--- src/hw/rtl/dcfl_pkg.sv ---
`timescale 1ns / 1ps
// ----------------------------------------------------------------------------
// dcfl_pkg
// Shared types and codes for the descriptor chain free list.
// ----------------------------------------------------------------------------
package dcfl_pkg;

  typedef enum logic [2:0] {
    ST_INIT,
    ST_IDLE,
    ST_ISSUE,
    ST_WALK,
    ST_DONE
  } state_t;

  localparam logic [1:0] REQ_ALLOC = 2'd0;
  localparam logic [1:0] REQ_MARK  = 2'd1;
  localparam logic [1:0] REQ_FREE  = 2'd2;

  localparam logic [1:0] STAT_OK        = 2'd0;
  localparam logic [1:0] STAT_BAD_COUNT = 2'd1;
  localparam logic [1:0] STAT_BAD_INDEX = 2'd2;

  localparam int unsigned IDX_IN_W   = 16;
  localparam int unsigned COUNT_IN_W = 5;
  localparam int unsigned HEAD_OUT_W = 4;
  localparam int unsigned LEN_OUT_W  = 5;
  localparam int unsigned FREE_OUT_W = 5;

endpackage

--- src/hw/rtl/dcfl_desc_ram.sv ---
`timescale 1ns / 1ps
// ----------------------------------------------------------------------------
// dcfl_desc_ram
// Descriptor table: one write port, one read port, registered read data.
// ----------------------------------------------------------------------------
module dcfl_desc_ram #(
  parameter int DEPTH = 16,
  parameter int WIDTH = 5,
  localparam int AW = $clog2(DEPTH)
) (
  input  logic             clk,
  input  logic             we,
  input  logic [AW-1:0]    waddr,
  input  logic [WIDTH-1:0] wdata,
  input  logic [AW-1:0]    raddr,
  output logic [WIDTH-1:0] rdata
);

  logic [WIDTH-1:0] mem [DEPTH];

  always_ff @(posedge clk) begin
    if (we) begin
      mem[waddr] <= wdata;
    end
  end

  always_ff @(posedge clk) begin
    rdata <= mem[raddr];
  end

endmodule

--- src/hw/rtl/descriptor_chain_free_list_core.sv ---
`timescale 1ns / 1ps
// ----------------------------------------------------------------------------
// descriptor_chain_free_list_core
// Linked free list of queue descriptors: alloc, mark and free requests.
// ----------------------------------------------------------------------------
//  channel  dir  handshake            payload
//  in       in   in_valid/in_ready    req_type, chain_count, desc_index, chained_bit
//  out      out  out_valid/out_ready  status, head_index, chain_length, free_count
//
//  One request at a time. Errors go from ST_IDLE straight to ST_DONE; mark,
//  alloc and free pass through ST_ISSUE and ST_WALK, where the walk reads one
//  descriptor link per cycle from the descriptor RAM (one read port, registered
//  read data). After reset an init pass writes every RAM entry with in_ready
//  low. A new request is taken while a result waits in the output
//  register; a finished request holds in ST_DONE until that register frees.
// ----------------------------------------------------------------------------
module descriptor_chain_free_list_core #(
  parameter int QUEUE_SIZE = 16
) (
  input  logic        clk,
  input  logic        rst_n,
  input  logic        in_valid,
  output logic        in_ready,
  input  logic [1:0]  in_req_type,
  input  logic [4:0]  in_chain_count,
  input  logic [15:0] in_desc_index,
  input  logic        in_chained_bit,
  output logic        out_valid,
  input  logic        out_ready,
  output logic [1:0]  out_status,
  output logic [3:0]  out_head_index,
  output logic [4:0]  out_chain_length,
  output logic [4:0]  out_free_count
);

  localparam int IW   = $clog2(QUEUE_SIZE);
  localparam int CW   = $clog2(QUEUE_SIZE + 1);
  localparam int CMPW = (CW > dcfl_pkg::COUNT_IN_W) ? CW : dcfl_pkg::COUNT_IN_W;
  localparam int MW   = IW + 1;

  dcfl_pkg::state_t state_r, state_nxt;

  logic [IW-1:0] init_cnt_r, init_cnt_nxt;
  logic [1:0]    op_r, op_nxt;
  logic [IW-1:0] cur_r, cur_nxt;
  logic [IW-1:0] head_r, head_nxt;
  logic          bit_r, bit_nxt;
  logic [CW-1:0] rem_r, rem_nxt;
  logic [CW-1:0] n_r, n_nxt;
  logic [IW-1:0] free_head_r, free_head_nxt;
  logic [CW-1:0] free_total_r, free_total_nxt;
  logic [1:0]    res_status_r, res_status_nxt;
  logic [IW-1:0] res_head_r, res_head_nxt;
  logic [CW-1:0] res_len_r, res_len_nxt;

  logic          out_valid_r, out_valid_nxt;
  logic [1:0]    out_status_r, out_status_nxt;
  logic [3:0]    out_head_r, out_head_nxt;
  logic [4:0]    out_len_r, out_len_nxt;
  logic [4:0]    out_free_r, out_free_nxt;

  logic          mem_we;
  logic [IW-1:0] mem_waddr;
  logic [MW-1:0] mem_wdata;
  logic [IW-1:0] mem_raddr;
  logic [MW-1:0] mem_rdata;

  logic [IW-1:0]   rd_link;
  logic            rd_chain;
  logic [CMPW-1:0] count_ext;
  logic [CMPW-1:0] total_ext;
  logic            idx_ok;
  logic [CW:0]     sum;

  assign rd_link   = mem_rdata[IW-1:0];
  assign rd_chain  = mem_rdata[IW];
  assign count_ext = CMPW'(in_chain_count);
  assign total_ext = CMPW'(free_total_r);
  assign idx_ok    = {1'b0, in_desc_index} < 17'(QUEUE_SIZE);
  assign sum       = (CW + 1)'(free_total_r) + (CW + 1)'(n_r);

  dcfl_desc_ram #(
    .DEPTH (QUEUE_SIZE),
    .WIDTH (MW)
  ) u_ram (
    .clk   (clk),
    .we    (mem_we),
    .waddr (mem_waddr),
    .wdata (mem_wdata),
    .raddr (mem_raddr),
    .rdata (mem_rdata)
  );

  always_ff @(posedge clk) begin
    if (!rst_n) begin
      state_r      <= dcfl_pkg::ST_INIT;
      init_cnt_r   <= '0;
      free_head_r  <= '0;
      free_total_r <= CW'(QUEUE_SIZE);
      out_valid_r  <= 1'b0;
    end else begin
      state_r      <= state_nxt;
      init_cnt_r   <= init_cnt_nxt;
      free_head_r  <= free_head_nxt;
      free_total_r <= free_total_nxt;
      out_valid_r  <= out_valid_nxt;
    end
  end

  always_ff @(posedge clk) begin
    op_r         <= op_nxt;
    cur_r        <= cur_nxt;
    head_r       <= head_nxt;
    bit_r        <= bit_nxt;
    rem_r        <= rem_nxt;
    n_r          <= n_nxt;
    res_status_r <= res_status_nxt;
    res_head_r   <= res_head_nxt;
    res_len_r    <= res_len_nxt;
    out_status_r <= out_status_nxt;
    out_head_r   <= out_head_nxt;
    out_len_r    <= out_len_nxt;
    out_free_r   <= out_free_nxt;
  end

  always_comb begin
    state_nxt      = state_r;
    init_cnt_nxt   = init_cnt_r;
    op_nxt         = op_r;
    cur_nxt        = cur_r;
    head_nxt       = head_r;
    bit_nxt        = bit_r;
    rem_nxt        = rem_r;
    n_nxt          = n_r;
    free_head_nxt  = free_head_r;
    free_total_nxt = free_total_r;
    res_status_nxt = res_status_r;
    res_head_nxt   = res_head_r;
    res_len_nxt    = res_len_r;
    out_valid_nxt  = out_valid_r & ~out_ready;
    out_status_nxt = out_status_r;
    out_head_nxt   = out_head_r;
    out_len_nxt    = out_len_r;
    out_free_nxt   = out_free_r;
    in_ready       = 1'b0;
    mem_we         = 1'b0;
    mem_waddr      = cur_r;
    mem_wdata      = '0;
    mem_raddr      = cur_r;

    unique case (state_r)
      dcfl_pkg::ST_INIT: begin
        // entry i links to i+1, last entry wraps to 0, chained bits clear
        mem_we    = 1'b1;
        mem_waddr = init_cnt_r;
        if (init_cnt_r == IW'(QUEUE_SIZE - 1)) begin
          mem_wdata = '0;
          state_nxt = dcfl_pkg::ST_IDLE;
        end else begin
          mem_wdata = {1'b0, init_cnt_r + 1'b1};
        end
        init_cnt_nxt = init_cnt_r + 1'b1;
      end

      dcfl_pkg::ST_IDLE: begin
        in_ready = 1'b1;
        if (in_valid) begin
          op_nxt         = in_req_type;
          bit_nxt        = in_chained_bit;
          res_status_nxt = dcfl_pkg::STAT_OK;
          res_head_nxt   = '0;
          res_len_nxt    = '0;
          n_nxt          = CW'(1);
          state_nxt      = dcfl_pkg::ST_DONE;
          case (in_req_type)
            dcfl_pkg::REQ_ALLOC: begin
              if (in_chain_count == '0 || count_ext > total_ext) begin
                res_status_nxt = dcfl_pkg::STAT_BAD_COUNT;
              end else begin
                cur_nxt        = free_head_r;
                res_head_nxt   = free_head_r;
                rem_nxt        = CW'(count_ext - 1'b1);
                free_total_nxt = free_total_r - CW'(count_ext);
                state_nxt      = dcfl_pkg::ST_ISSUE;
              end
            end
            dcfl_pkg::REQ_MARK, dcfl_pkg::REQ_FREE: begin
              if (!idx_ok) begin
                res_status_nxt = dcfl_pkg::STAT_BAD_INDEX;
              end else begin
                cur_nxt   = in_desc_index[IW-1:0];
                head_nxt  = in_desc_index[IW-1:0];
                state_nxt = dcfl_pkg::ST_ISSUE;
              end
            end
            default: begin
              res_status_nxt = dcfl_pkg::STAT_BAD_COUNT;
            end
          endcase
        end
      end

      dcfl_pkg::ST_ISSUE: begin
        mem_raddr = cur_r;
        state_nxt = dcfl_pkg::ST_WALK;
      end

      dcfl_pkg::ST_WALK: begin
        // mem_rdata holds the entry at cur_r
        case (op_r)
          dcfl_pkg::REQ_ALLOC: begin
            if (rem_r != '0) begin
              cur_nxt   = rd_link;
              rem_nxt   = rem_r - 1'b1;
              mem_raddr = rd_link;
            end else begin
              mem_we        = 1'b1;
              mem_wdata     = {rd_chain, {IW{1'b0}}};
              free_head_nxt = rd_link;
              state_nxt     = dcfl_pkg::ST_DONE;
            end
          end
          dcfl_pkg::REQ_MARK: begin
            mem_we    = 1'b1;
            mem_wdata = {bit_r, rd_link};
            state_nxt = dcfl_pkg::ST_DONE;
          end
          default: begin
            if (rd_chain && n_r < CW'(QUEUE_SIZE)) begin
              cur_nxt   = rd_link;
              n_nxt     = n_r + 1'b1;
              mem_raddr = rd_link;
            end else begin
              mem_we        = 1'b1;
              mem_wdata     = {rd_chain, free_head_r};
              free_head_nxt = head_r;
              // saturate: a chain freed twice must not push the count past the size
              if (sum > (CW + 1)'(QUEUE_SIZE)) begin
                free_total_nxt = CW'(QUEUE_SIZE);
              end else begin
                free_total_nxt = sum[CW-1:0];
              end
              res_len_nxt = n_r;
              state_nxt   = dcfl_pkg::ST_DONE;
            end
          end
        endcase
      end

      dcfl_pkg::ST_DONE: begin
        if (!out_valid_r || out_ready) begin
          out_valid_nxt  = 1'b1;
          out_status_nxt = res_status_r;
          out_head_nxt   = dcfl_pkg::HEAD_OUT_W'(res_head_r);
          out_len_nxt    = dcfl_pkg::LEN_OUT_W'(res_len_r);
          out_free_nxt   = dcfl_pkg::FREE_OUT_W'(free_total_r);
          state_nxt      = dcfl_pkg::ST_IDLE;
        end
      end

      default: begin
        state_nxt = dcfl_pkg::ST_IDLE;
      end
    endcase
  end

  assign out_valid        = out_valid_r;
  assign out_status       = out_status_r;
  assign out_head_index   = out_head_r;
  assign out_chain_length = out_len_r;
  assign out_free_count   = out_free_r;

`ifndef SYNTHESIS
  a_total_bounded: assert property (@(posedge clk) disable iff (!rst_n)
    free_total_r <= CW'(QUEUE_SIZE))
    else $error("free count above queue size");

  a_accept_leaves_idle: assert property (@(posedge clk) disable iff (!rst_n)
    (in_valid && in_ready) |=> (state_r != dcfl_pkg::ST_IDLE))
    else $error("request accepted but controller stayed idle");

  a_no_write_idle: assert property (@(posedge clk) disable iff (!rst_n)
    (state_r == dcfl_pkg::ST_IDLE || state_r == dcfl_pkg::ST_DONE) |-> !mem_we)
    else $error("descriptor RAM written outside a walk");
`endif

endmodule

--- config.mk ---
export PLATFORM = sky130hd
export DESIGN_NAME = descriptor_chain_free_list_core
export DESIGN_NICKNAME = d
export VERILOG_FILES = /design/src/hw/rtl/dcfl_pkg.sv /design/src/hw/rtl/dcfl_desc_ram.sv /design/src/hw/rtl/descriptor_chain_free_list_core.sv
export SDC_FILE = /design/constraint.sdc
export NUM_CORES = 1
export LEC_CHECK = 0
export BUFFER_PORTS_ARGS = -buffer_cell sky130_fd_sc_hd__buf_2
export CAP_MARGIN = 5
export CELL_PAD_IN_SITES_DETAIL_PLACEMENT = 1
export CELL_PAD_IN_SITES_GLOBAL_PLACEMENT = 2
export CORE_MARGIN = 3
export CORE_UTILIZATION = 40
export DETAILED_ROUTE_END_ITERATION = 7
export PLACE_DENSITY = 0.83
export SETUP_SLACK_MARGIN = 0.4
export SLEW_MARGIN = 20
export SYNTH_ARGS = -nofsm -noshare
export SYNTH_HDL_FRONTEND = slang
export SYNTH_SLANG_ARGS = --single-unit
--- constraint.sdc ---
create_clock -name clk -period 3.7 [get_ports clk]
set_input_delay 1.11 -clock clk [delete_from_list [all_inputs] [get_ports clk]]
set_output_delay 1.11 -clock clk [all_outputs]
set_load 0.01 [all_outputs]
Yosys cells after proc, flatten, opt, wreduce, memory -nomap -nowiden
Memory sizes are Yosys's and may differ from the RTL's. A register that Yosys moved wholly into a read port is not among the register bits.
Cells that the tools add are included.
Widths: inputs -> output; s select.
{"block": "word_totals", "reg_bits": 65, "latchBits": 0, "mem_bits_rw": 80, "mem_bits_ro": 0, "inputBits": 28, "mem_count": 1}
{"block": "classes", "n_addsub": 6, "n_mul": 0, "div_mod_pow": 0, "n_lt_le_gt_ge": 4, "eq_ne": 25, "n_shift": 0, "n_mux": 61, "bitwise_logic": 4, "reduce_logical": 23}
{"name": "u_ram.mem", "depth": 16, "word_bits": 5, "rd": 1, "rd_clocked_by_memory_dff": 1, "write_ports": 1, "line_no": "dcfl_desc_ram.sv:19", "source": "logic [WIDTH-1:0] mem [DEPTH];"}
{"operator": "$mux 5", "count": 19}
{"operator": "$pmux 5 s2", "count": 6}
{"operator": "$mux 4", "count": 10}
{"operator": "$pmux 4 s2", "count": 4}
{"operator": "$mux 3", "count": 7}
{"operator": "$ne 2x2->1 const B", "count": 10}
{"operator": "$lt 16x5->1 const B", "count": 1}
{"operator": "$reduce_and 4->1", "count": 4}
{"operator": "$pmux 3 s5", "count": 1}
{"operator": "$pmux 3 s2", "count": 2}
{"operator": "$reduce_and 6->1", "count": 2}
{"operator": "$reduce_and 5->1", "count": 2}
{"operator": "$sub 5x1->5 const B", "count": 2}
{"operator": "$ne 3x3->1 const B", "count": 3}
{"operator": "$mux 1", "count": 8}
{"operator": "$add 5x5->6", "count": 1}
{"operator": "$eq 3x2->1 const B", "count": 2}
{"operator": "$gt 6x5->1 const B", "count": 1}
{"operator": "$reduce_or 2->1", "count": 3}
{"operator": "$add 5x1->5 const B", "count": 1}
{"operator": "$gt 5x5->1", "count": 1}
{"operator": "$logic_not 5->1", "count": 1}
{"operator": "$lt 5x5->1 const B", "count": 1}
{"operator": "$reduce_bool 5->1", "count": 1}
{"operator": "other kinds (22)", "count": 30}

Depth between registers and ports, before layout
Gate-level depths: netlist of run 1.
{"block": "logic_depth", "depth_word": 7, "mapped_depth": 11, "depth_no_buf": 10}

Hierarchy
A second synthesis of run 1 with hierarchy kept.
{"block": "unflattened", "cells_unflattened": 485, "area_unflattened_um2": 6708.9}
{"module": "descriptor_chain_free_list_core", "n_inst": 1, "cells_each": 330, "area_each_um2": 3495.9}
{"module": "dcfl_desc_ram", "n_inst": 1, "cells_each": 155, "area_each_um2": 3213.1}

Worst setup path after synthesis of run 1
No wires, ideal clock.
{"block": "synth_timing", "kind": "in2reg", "start": "input port in_chain_count[1]", "end": "register rem_r[0] (enable)", "setup_time_ps": 351, "arrival_ps": 2759, "required_time_ps": 3349, "setup_slack_ps": 589, "stages": 10, "n_path_buf": 1, "path_cell_list": "inv_1 -> ha_1 -> nor2b_1 -> o21a_1 -> o21a_1 -> o21a_1 -> o211a_1 -> clkbuf_1 -> nand3_1 -> a21oi_1"}
{"block": "synth_via", "elab_chain_cells": 4, "elab_cells_between_ends": 5}
{"item": "start: declaration", "line_no": "descriptor_chain_free_list_core.sv:25", "source": "input logic [4:0] in_chain_count,"}
{"item": "$gt 5x5->1 / $logic_not 5->1 (equally long branches)", "line_no": "descriptor_chain_free_list_core.sv:177", "source": "if (in_chain_count == '0 || count_ext > total_ext) begin"}
{"item": "$logic_or 1x1->1 *", "line_no": "descriptor_chain_free_list_core.sv:177"}
{"item": "$ne 2x2->1 (no source line) *"}
{"item": "$reduce_and 6->1 (no source line) *"}
{"item": "end signal: assignment", "line_no": "descriptor_chain_free_list_core.sv:115", "source": "rem_r <= rem_nxt;"}
{"item": "end: declaration", "line_no": "descriptor_chain_free_list_core.sv:48", "source": "logic [CW-1:0] rem_r, rem_nxt;"}
Mark *: on every way between the ends. The rest lies on a longest branch, timed or not.
A chain may end at the register's enable or synchronous reset.

Worst setup path in the final report of run 1
{"block": "layout_timing", "start": "register rem_r[0]", "end": "register u_ram.rdata[2], read port of u_ram.mem"}
{"block": "layout_via", "elab_chain_cells": 4}
{"item": "$reduce_bool 5->1", "line_no": "descriptor_chain_free_list_core.sv:212", "source": "if (rem_r != '0) begin"}
{"item": "$mux 4", "line_no": "descriptor_chain_free_list_core.sv:212"}
{"item": "$pmux 4 s2"}
{"item": "$mux 4", "line_no": "descriptor_chain_free_list_core.sv:151", "source": "unique case (state_r)"}
{"item": "end: declaration", "line_no": "dcfl_desc_ram.sv:16", "source": "output logic [WIDTH-1:0] rdata"}
No other way between the ends.

==> impl_metrics.prom, run 1 <==
# TYPE chip_impl_metric gauge
chip_impl_metric{name="gr-total-overflow",unit=""} 0
chip_impl_metric{name="cp_max_fo",unit=""} 25
chip_impl_metric{name="numCtsBuffers",unit=""} 17
chip_impl_info{name="cts_root_buf",value="sky130_fd_sc_hd__clkbuf_16"} 1
chip_impl_metric{name="synth_enable_flop_cells",unit=""} 128
chip_impl_metric{name="max-cap-violations",unit=""} 0
chip_impl_metric{name="max_slew_violation_count",unit=""} 0
chip_impl_metric{name="final_nets",unit=""} 591
chip_impl_metric{name="boundaryPins",unit=""} 46
chip_impl_metric{name="largest_net_degree_at_the_start_of_global_routing",unit=""} 26
chip_impl_metric{name="post_cts_repair_timing_setup_buffer_count",unit=""} 0
chip_impl_metric{name="power.switching",unit="mW"} 0.801
chip_impl_metric{name="synthCells",unit=""} 490
chip_impl_metric{name="final-instance-count-excl-fill",unit=""} 779
chip_impl_metric{name="vias",unit=""} 4207
chip_impl_metric{name="total_grt_usage",unit="%"} 18.6
chip_impl_metric{name="cts.htree.levels",unit=""} 4
chip_impl_metric{name="max-slew-margin-rel",unit="%"} 34.7
chip_impl_metric{name="setup-violations-final",unit=""} 0
chip_impl_info{name="yosys_most_used_dff",value="sky130_fd_sc_hd__edfxtp_1"} 1
chip_impl_metric{name="multi_input_gate_area",unit="µm²"} 2350
chip_impl_metric{name="setup_skew_after_layout",unit="ns"} 0.00775
chip_impl_metric{name="yosys_register_bits",unit=""} 150
chip_impl_metric{name="design_internal_power",unit="mW"} 3.14
chip_impl_metric{name="p_leak",unit="nW"} 3.04
chip_impl_info{name="clock_tree_from_tritoncts",value="done"} 1
chip_impl_metric{name="worst_slew_pin_slew",unit="ns"} 0.980
chip_impl_metric{name="insertion_delay",unit="ns"} 0.42
chip_impl_metric{name="final_min_period_over_clock_period",unit="%"} 83.8
chip_impl_metric{name="number_of_global_route_vias_before_repair",unit=""} 4591
chip_impl_metric{name="first_pass_grt_wire_length",unit="µm"} 26100
chip_impl_metric{name="seqCellArea",unit="µm²"} 4280
chip_impl_metric{name="postSynthNetCount",unit=""} 535
chip_impl_metric{name="initial_utilization",unit="%"} 41.0
chip_impl_metric{name="rrSetupSlack",unit="ns"} 0.60
chip_impl_metric{name="synth.distinct_cells",unit=""} 51
chip_impl_metric{name="n_fill_cell",unit=""} 1666
chip_impl_metric{name="fin_util",unit="%"} 47.7
chip_impl_metric{name="async_flop_share",unit="%"} 0
chip_impl_metric{name="part_of_the_power_in_combinational_logic",unit="%"} 3.6
chip_impl_info{name="setup.worst_path.class",value="register to register"} 1
chip_impl_metric{name="critical_path_buf_inv_count",unit=""} 1
chip_impl_metric{name="post_synth_instance_area",unit="µm²"} 6820
chip_impl_metric{name="cts-hold-fix-buffers",unit=""} 0
chip_impl_metric{name="fin_setup_tns",unit="ns"} 0
chip_impl_metric{name="drtIter0Drc",unit=""} 313
chip_impl_metric{name="cts.sink_count",unit=""} 150
chip_impl_metric{name="power_density",unit="nW/µm²"} 496
chip_impl_metric{name="seq_power_share",unit="%"} 47.7
chip_impl_metric{name="numPortBuffers",unit=""} 45
chip_impl_info{name="worst_path_most_repeated_cell",value="sky130_fd_sc_hd__mux2i_1"} 1
chip_impl_metric{name="power.ir.vdd_worst",unit="V"} 0.000338
chip_impl_metric{name="antennaDiodeCount",unit=""} 0
chip_impl_metric{name="std_cell_rows",unit=""} 47
chip_impl_metric{name="synth_warnings",unit=""} 0
chip_impl_metric{name="min_hold_slack",unit="ns"} 0.418
chip_impl_metric{name="detail-route-antenna-nets",unit=""} 0
chip_impl_metric{name="dpl.hpwl",unit="µm"} 11400
chip_impl_info{name="path_cells",value="or4_1, o21a_2, o21ai_4, mux2i_4, buf_4, mux2i_1, mux4_2, mux2i_1"} 1
chip_impl_metric{name="post_cts.resized_instances",unit=""} 0
chip_impl_metric{name="final_hold_viol_count",unit=""} 0
chip_impl_metric{name="die_width",unit="µm"} 137
chip_impl_metric{name="swShare",unit="%"} 20.3
chip_impl_metric{name="cp_slowest_stage_delay",unit="ns"} 0.53
chip_impl_metric{name="max_freq",unit="MHz"} 323
chip_impl_metric{name="floorplan.core_area",unit="µm²"} 16600
chip_impl_metric{name="worst-endpoint-arrival",unit="ns"} 3.44
chip_impl_metric{name="die_area",unit="µm²"} 18700
chip_impl_metric{name="finalCriticalPeriod",unit="ns"} 3.10
chip_impl_info{name="cpLargestDelayFamily",value="multiplexers"} 1
chip_impl_info{name="setup.worst_path.start_class",value="register"} 1
chip_impl_metric{name="yosysSeqAreaShare",unit="%"} 62.8
chip_impl_info{name="crit_slowest_cell",value="sky130_fd_sc_hd__or4_1"} 1
chip_impl_metric{name="drt_pass1_iterations",unit=""} 4
chip_impl_metric{name="antenna_violations_before_repair",unit=""} 0
chip_impl_metric{name="detail_route.wirelength",unit="µm"} 16100
chip_impl_info{name="worstHoldPathType",value="register to register"} 1
chip_impl_metric{name="post_route_cells_drive_above_1_share",unit="%"} 18.6
chip_impl_info{name="rsz_0062_raised_after_global_routing",value="false"} 1
chip_impl_metric{name="route.detailed.wl_per_inst",unit="µm"} 20.7
chip_impl_metric{name="syn_avg_cell_area",unit="µm²"} 13.9
chip_impl_metric{name="worstPathRequired",unit="ns"} 4.04
chip_impl_metric{name="vias_per_cell",unit=""} 5.40
chip_impl_metric{name="detail_route.drc_violations",unit=""} 0
chip_impl_metric{name="syn_to_final_growth",unit="%"} 16.5
chip_impl_metric{name="post-place-cells",unit=""} 747
chip_impl_metric{name="gp_congestion",unit=""} 0.818
chip_impl_metric{name="clkPwrFrac",unit="%"} 48.7
chip_impl_info{name="outcome",value="finished clean"} 1
chip_impl_metric{name="die_h",unit="µm"} 137
chip_impl_info{name="worst_setup_path_end_kind",value="register"} 1
chip_impl_metric{name="max-clock-path-buffers",unit=""} 2
chip_impl_metric{name="clk_pin_slew_worst_paths",unit="ns"} 0.06
## synthesized netlist by cell type (3+ instances only)
cell	count	area [µm²]
sky130_fd_sc_hd__edfxtp_1	128	3840
sky130_fd_sc_hd__ha_1	15	188
sky130_fd_sc_hd__a21o_1	4	30.0
sky130_fd_sc_hd__nor4_1	4	25.0
sky130_fd_sc_hd__nor2_1	36	135
sky130_fd_sc_hd__a21oi_1	15	75.1
sky130_fd_sc_hd__nand3_1	15	75.1
sky130_fd_sc_hd__dfxtp_1	22	440
sky130_fd_sc_hd__nor3_1	9	45.0
sky130_fd_sc_hd__nand2b_1	3	18.8
sky130_fd_sc_hd__mux4_2	10	225
sky130_fd_sc_hd__inv_1	19	71.3
sky130_fd_sc_hd__clkbuf_1	8	30.0
sky130_fd_sc_hd__o21ai_0	10	50.1
sky130_fd_sc_hd__buf_2	4	20.0
sky130_fd_sc_hd__xor2_1	7	61.3
sky130_fd_sc_hd__a31oi_1	6	37.5
sky130_fd_sc_hd__xnor2_1	9	78.8
sky130_fd_sc_hd__mux2i_1	54	541
sky130_fd_sc_hd__o211a_1	9	90.1
sky130_fd_sc_hd__a32oi_1	3	26.3
sky130_fd_sc_hd__o21a_1	5	37.5
sky130_fd_sc_hd__a211oi_1	5	37.5
sky130_fd_sc_hd__o211ai_1	6	45.0
sky130_fd_sc_hd__a22oi_1	8	60.1
sky130_fd_sc_hd__and2_1	14	87.6
sky130_fd_sc_hd__nand2_1	22	82.6
sky130_fd_sc_hd__or3_1	4	25.0
sky130_fd_sc_hd__nor2b_1	7	43.8
## path summary, 6_finish.rpt
check                                  start  cells after the start                       endpoint
setup reg to reg          rem_r[0]$_DFFE_PP_                      8         u_ram.rdata[2]$_DFF_P_
setup / recovery          rem_r[0]$_DFFE_PP_                      8         u_ram.rdata[2]$_DFF_P_
hold / removal    res_len_r[0]$_SDFFCE_PN0P_                      0  out_chain_length[0]$_DFFE_PP_
hold reg to reg   res_len_r[0]$_SDFFCE_PN0P_                      0  out_chain_length[0]$_DFFE_PP_
## cell usage in the layout (no fill, tap or decap), types with 2 or more instances in the layout
cell	n
sky130_fd_sc_hd__nand2b_1	3
sky130_fd_sc_hd__and2_1	14
sky130_fd_sc_hd__or3_1	4
sky130_fd_sc_hd__a21boi_0	2
sky130_fd_sc_hd__clkinv_4	3
sky130_fd_sc_hd__mux4_2	10
sky130_fd_sc_hd__dfxtp_1	22
sky130_fd_sc_hd__nand3_1	15
sky130_fd_sc_hd__o211a_1	9
sky130_fd_sc_hd__clkbuf_16	17
sky130_fd_sc_hd__o211ai_1	6
sky130_fd_sc_hd__nand2_1	22
sky130_fd_sc_hd__nor4_1	4
sky130_fd_sc_hd__ha_1	15
sky130_fd_sc_hd__a21oi_1	15
sky130_fd_sc_hd__o21ai_0	9
sky130_fd_sc_hd__nor2_1	36
sky130_fd_sc_hd__and3_1	2
sky130_fd_sc_hd__a211oi_1	5
sky130_fd_sc_hd__mux2i_1	54
sky130_fd_sc_hd__buf_2	45
sky130_fd_sc_hd__nor2b_1	7
sky130_fd_sc_hd__inv_6	2
sky130_fd_sc_hd__xnor2_1	9
sky130_fd_sc_hd__o21a_1	5
sky130_fd_sc_hd__buf_4	10
sky130_fd_sc_hd__fa_1	2
sky130_fd_sc_hd__a31oi_1	6
sky130_fd_sc_hd__o21bai_1	2
sky130_fd_sc_hd__edfxtp_1	128
sky130_fd_sc_hd__nor3_1	9
sky130_fd_sc_hd__nor3b_1	2
sky130_fd_sc_hd__clkinv_2	2
sky130_fd_sc_hd__a21o_1	4
sky130_fd_sc_hd__xor2_1	7
sky130_fd_sc_hd__bufinv_16	5
sky130_fd_sc_hd__a22oi_1	8
sky130_fd_sc_hd__a32oi_1	3
sky130_fd_sc_hd__inv_1	19
## final cells by class
type	instances	share of cell area (%)
timing repair buffer	55	3.78
sequential	150	53.9
multi-input combinational	302	29.6
clock inverter	14	2.80
clock buffer	18	5.53
tap	220	3.46
inverter	20	0.945
## cells by family after synthesis
group	count (synthesis)	synth area share, %
multiplexers	67	11.8
XOR/XNOR	16	2.05
AO/OA/AOI/OAI	79	8.22
flip-flops	150	62.8
buffers and inverters	38	2.86
AND/OR/NAND/NOR	123	8.90
adder cells (fa/ha/maj)	17	3.34
## power by group through the flow
stage | logic [mW] | clock network [mW] | registers (mW)
2_1_floorplan | 0.0844 | 0 | 1.91
3_3_place_gp | 0.136 | 0 | 1.91
3_5_place_dp | 0.145 | 0 | 1.92
4_1_cts | 0.146 | 1.95 | 1.88
5_1_grt | 0.162 | 2.02 | 1.88
6_report | 0.142 | 1.92 | 1.88
## metrics by stage
step	power (mW)	worst slack (ns)	instance area, µm²
3_3_place_gp	2.05	0.375	7280
4_1_cts	3.98	0.568	7950
2_1_floorplan	2.00	0.589	6820
3_5_place_dp	2.06	0.226	7280
6_report	3.94	0.600	7950
5_1_grt	4.07	0.410	7950
## flip-flops by register name, indices dropped and copies added, names as in the netlist, 5 cells and up
signal / count
res_len_r: 5
free_total_r: 5
out_chain_length: 5
out_free_count: 5
u_ram.mem: 80
u_ram.rdata: 5
rem_r: 5
n_r: 5
## layer usage
| layer | share of wire (%) | GRT usage (%) |
|---|---|---|
| met4 | 1.2 | 5.99 |
| met3 | 3.8 | 3.09 |
| met5 | 0 | 0 |
| met1 | 46 | 25.6 |
| met2 | 49 | 30.3 |
Note: power is estimated with default switching activity, not from simulation.
==> inputs of run 2 (changes only) <==
--- a/config.mk
+++ b/config.mk
@@ -5,14 +5,15 @@
 export SDC_FILE = /design/constraint.sdc
 export NUM_CORES = 1
 export LEC_CHECK = 0
+export ABC_AREA = 1
 export BUFFER_PORTS_ARGS = -buffer_cell sky130_fd_sc_hd__buf_2
 export CAP_MARGIN = 5
 export CELL_PAD_IN_SITES_DETAIL_PLACEMENT = 1
 export CELL_PAD_IN_SITES_GLOBAL_PLACEMENT = 2
 export CORE_MARGIN = 3
-export CORE_UTILIZATION = 40
+export CORE_UTILIZATION = 35
 export DETAILED_ROUTE_END_ITERATION = 7
-export PLACE_DENSITY = 0.83
+export PLACE_DENSITY = 0.84
 export SETUP_SLACK_MARGIN = 0.4
 export SLEW_MARGIN = 20
 export SYNTH_ARGS = -nofsm -noshare
==> constraint.sdc (replaced) <==
create_clock -name clk -period 2.6 [get_ports clk]
set_input_delay 0.78 -clock clk [delete_from_list [all_inputs] [get_ports clk]]
set_output_delay 0.78 -clock clk [all_outputs]
set_load 0.01 [all_outputs]
==> run 2 against run 1 <==
Via count rose by 34%. Clock skew rose by 0.0018 ns. Critical path depth rose by 5. Core utilization fell by 2.8 points. Largest cell class unchanged.
==> impl_metrics.prom, run 2 <==
# TYPE chip_impl_metric gauge
chip_impl_info{name="yosysTopAreaCell",value="sky130_fd_sc_hd__edfxtp_1"} 1
chip_impl_metric{name="final_area",unit="µm²"} 8860
chip_impl_info{name="yosys_most_used_dff",value="sky130_fd_sc_hd__edfxtp_1"} 1
chip_impl_metric{name="die_area",unit="µm²"} 22100
chip_impl_metric{name="detail_route.drc_violations",unit=""} 0
chip_impl_metric{name="async_flop_share",unit="%"} 0
chip_impl_metric{name="dpl.hpwl",unit="µm"} 14000
chip_impl_metric{name="die_width",unit="µm"} 149
chip_impl_metric{name="max-slew-margin-rel",unit="%"} 63.9
chip_impl_metric{name="numPortBuffers",unit=""} 45
chip_impl_info{name="layout.cells.most_common_list",value="sky130_fd_sc_hd__nand2_1 (148), sky130_fd_sc_hd__edfxtp_1 (128), sky130_fd_sc_hd__nand3_1 (110)"} 1
chip_impl_metric{name="largest_net_degree_at_the_start_of_global_routing",unit=""} 41
chip_impl_metric{name="pre_cts_ws",unit="ns"} -0.0324
chip_impl_metric{name="clk_pin_slew_worst_paths",unit="ns"} 0.06
chip_impl_metric{name="post_synth_instance_area",unit="µm²"} 7140
chip_impl_info{name="setup.worst_path.end",value="cur_r[3]$_DFFE_PP_"} 1
chip_impl_metric{name="max_slew_violation_count",unit=""} 0
chip_impl_metric{name="worstPathRequired",unit="ns"} 2.71
chip_impl_info{name="clock_tree_from_tritoncts",value="done"} 1
chip_impl_info{name="synth_commonest_cells",value="sky130_fd_sc_hd__nand2_1 (154), sky130_fd_sc_hd__edfxtp_1 (128), sky130_fd_sc_hd__nand3_1 (114)"} 1
chip_impl_metric{name="final_min_period_over_clock_period",unit="%"} 82.0
chip_impl_metric{name="synthCells",unit=""} 738
chip_impl_metric{name="max-cap-violations",unit=""} 0
chip_impl_metric{name="floorplan.core_area",unit="µm²"} 19700
chip_impl_metric{name="final_hold_viol_count",unit=""} 0
chip_impl_metric{name="antennaDiodeCount",unit=""} 0
chip_impl_metric{name="largest_register_ff_count",unit=""} 80
chip_impl_metric{name="drtIter0Drc",unit=""} 419
chip_impl_metric{name="vias",unit=""} 5630
chip_impl_info{name="setup.worst_path.class",value="input pin to register"} 1
chip_impl_metric{name="syn_avg_cell_area",unit="µm²"} 9.67
chip_impl_metric{name="cts.sink_count",unit=""} 150
chip_impl_metric{name="yosysSeqAreaShare",unit="%"} 60.0
chip_impl_info{name="yosysMostFrequentCell",value="sky130_fd_sc_hd__nand2_1"} 1
chip_impl_metric{name="gr-total-overflow",unit=""} 0
chip_impl_metric{name="fin_util",unit="%"} 44.9
chip_impl_metric{name="synth_enable_flop_cells",unit=""} 128
chip_impl_metric{name="syn_to_final_growth",unit="%"} 24.2
chip_impl_metric{name="numCtsBuffers",unit=""} 17
chip_impl_metric{name="postSynthNetCount",unit=""} 783
chip_impl_metric{name="first_pass_grt_wire_length",unit="µm"} 32200
chip_impl_metric{name="placed_area",unit="µm²"} 7870
chip_impl_metric{name="power_density",unit="nW/µm²"} 1040
chip_impl_metric{name="gp_congestion",unit=""} 0.867
chip_impl_info{name="worst_setup_path_end_kind",value="register"} 1
chip_impl_info{name="synth.area.top_cells",value="sky130_fd_sc_hd__edfxtp_1 (54%), sky130_fd_sc_hd__nand2_1 (8.1%), sky130_fd_sc_hd__nand3_1 (8.0%)"} 1
chip_impl_metric{name="insertion_delay",unit="ns"} 0.43
chip_impl_metric{name="drt_pass1_iterations",unit=""} 5
chip_impl_metric{name="number_of_global_route_vias_before_repair",unit=""} 6079
chip_impl_info{name="cp-startpoint",value="in_chain_count[2]"} 1
chip_impl_metric{name="rrSetupSlack",unit="ns"} 0.50
chip_impl_metric{name="detail_route.wirelength",unit="µm"} 20600
chip_impl_metric{name="synth.distinct_cells",unit=""} 39
chip_impl_metric{name="total_grt_usage",unit="%"} 18.7
chip_impl_metric{name="cp_max_fo",unit=""} 4
chip_impl_metric{name="detail-route-antenna-nets",unit=""} 0
chip_impl_metric{name="power.ir.vdd_worst",unit="V"} 0.000552
chip_impl_metric{name="post_route_cells_drive_above_1_share",unit="%"} 22.3
chip_impl_info{name="setup.worst_path.start_class",value="input pin"} 1
chip_impl_metric{name="worst-endpoint-arrival",unit="ns"} 2.24
chip_impl_metric{name="route.detailed.wl_per_inst",unit="µm"} 18.6
chip_impl_info{name="rsz_0062_raised_after_global_routing",value="true"} 1
chip_impl_metric{name="worst_r2r_path_depth",unit=""} 6
chip_impl_info{name="outcome",value="finished clean"} 1
chip_impl_metric{name="worst_slew_pin_slew",unit="ns"} 0.540
chip_impl_metric{name="cts.htree.levels",unit=""} 4
chip_impl_metric{name="p_leak",unit="nW"} 3.74
chip_impl_metric{name="vias_per_cell",unit=""} 5.10
chip_impl_metric{name="antenna_violations_before_repair",unit=""} 0
chip_impl_metric{name="setup-violations-final",unit=""} 0
chip_impl_metric{name="std_cell_rows",unit=""} 51
chip_impl_info{name="regMostFlops",value="u_ram.mem"} 1
chip_impl_metric{name="yosys_register_bits",unit=""} 150
chip_impl_metric{name="max_freq",unit="MHz"} 469
chip_impl_metric{name="initial_utilization",unit="%"} 36.2
chip_impl_metric{name="fraction_of_synthesized_cell_area_taken_by_the_top_area_cell_type",unit="%"} 53.9
chip_impl_info{name="cts_root_buf",value="sky130_fd_sc_hd__clkbuf_16"} 1
chip_impl_metric{name="min_delay_path_depth",unit=""} 0
chip_impl_info{name="worstHoldPathType",value="register to register"} 1
chip_impl_info{name="worstReg2RegStart",value="state_r[1]$_SDFFE_PN0P_"} 1
chip_impl_info{name="critical_path.reg2reg.endpoint",value="u_ram.mem[13][2]$_DFFE_PP_"} 1
chip_impl_metric{name="boundaryPins",unit=""} 46
chip_impl_metric{name="die_h",unit="µm"} 149
chip_impl_info{name="layout.cells.most_common",value="sky130_fd_sc_hd__nand2_1"} 1
chip_impl_metric{name="pnr_total_power",unit="mW"} 9.23
chip_impl_metric{name="final_nets",unit=""} 871
chip_impl_metric{name="timing.final.ws_setup",unit="ns"} 0.469
chip_impl_metric{name="synth_warnings",unit=""} 0
chip_impl_metric{name="finalCriticalPeriod",unit="ns"} 2.13
chip_impl_metric{name="setup_skew_after_layout",unit="ns"} 0.00956
chip_impl_metric{name="max-clock-path-buffers",unit=""} 2
[run 2: routing by layer]
layer	routed length (µm)	track usage [%]	vias to the layer above	part of all wire, %
li1	-	-	2675	-
met1	9180	23.8	2799	45
met2	10200	32.1	118	50
met3	634	3.16	38	3.1
met4	541	7.09	0	2.6
met5	0	0	-	0
[run 2: critical path, cell delays in order]
cell                       delay, ns
sky130_fd_sc_hd__clkbuf_4       0.15
sky130_fd_sc_hd__inv_12         0.03
sky130_fd_sc_hd__ha_4           0.27
sky130_fd_sc_hd__nand3_2        0.07
sky130_fd_sc_hd__nand2_2        0.08
sky130_fd_sc_hd__nand2_1        0.06
sky130_fd_sc_hd__a21oi_2        0.13
sky130_fd_sc_hd__o21ai_2        0.08
sky130_fd_sc_hd__nand2_1        0.10
sky130_fd_sc_hd__nand2_1        0.10
sky130_fd_sc_hd__nor3_2         0.12
sky130_fd_sc_hd__nor2_1         0.07
sky130_fd_sc_hd__nor2_2         0.19
[run 2: cell families after synthesis]
family / after synthesis / synth area share [%]
simple gates: 356 / 22.1
flops: 150 / 60.0
buf+inv: 140 / 8.06
compound gates: 68 / 5.77
fa+ha+maj: 17 / 3.19
xor+xnor: 6 / 0.736
mux: 1 / 0.140
[run 2: timing repair]
item                       CTS  global route
resized for setup           13            59
buffers inserted             1            10
pin swaps                    1             8
cloned                       0             2
hold buffers                 0             0
setup endpoints to repair   73           116
[run 2: final cells by class]
| cell class | count | area, µm² |
|---|---|---|
| Clock buffer | 22 | 474 |
| Clock inverter | 10 | 169 |
| Fill cell | 2202 | 10900 |
| Inverter | 117 | 478 |
| Multi-Input combinational cell | 449 | 2490 |
| Sequential cell | 150 | 4290 |
| Tap cell | 265 | 332 |
| Timing Repair Buffer | 91 | 636 |
[run 2: worst min-delay path by stage]
stage	from	end	slack (ns)
floorplan	res_len_r[0]$_SDFFCE_PN0P_	out_chain_length[0]$_DFFE_PP_	0.40
global placement	res_len_r[0]$_SDFFCE_PN0P_	out_chain_length[0]$_DFFE_PP_	0.40
detailed placement	res_len_r[3]$_SDFFCE_PN0P_	out_chain_length[3]$_DFFE_PP_	0.41
CTS	res_len_r[3]$_SDFFCE_PN0P_	out_chain_length[3]$_DFFE_PP_	0.42
global route	res_len_r[3]$_SDFFCE_PN0P_	out_chain_length[3]$_DFFE_PP_	0.43
finish	res_len_r[2]$_SDFFCE_PN0P_	out_chain_length[2]$_DFFE_PP_	0.42
[run 2: stage by stage]
stage               hold slack (ns)  setup TNS [ns]  instances
finish                        0.421               0       1104
global route                  0.427               0       1104
CTS                           0.421               0       1092
detailed placement            0.407          -0.130       1059
global placement              0.402               0       1059
floorplan                     0.400               0        738
[run 2: power breakdown]
group	internal (mW)	switching (mW)
combinational	0.909	2.04
clock	1.69	0.977
sequential	3.38	0.229
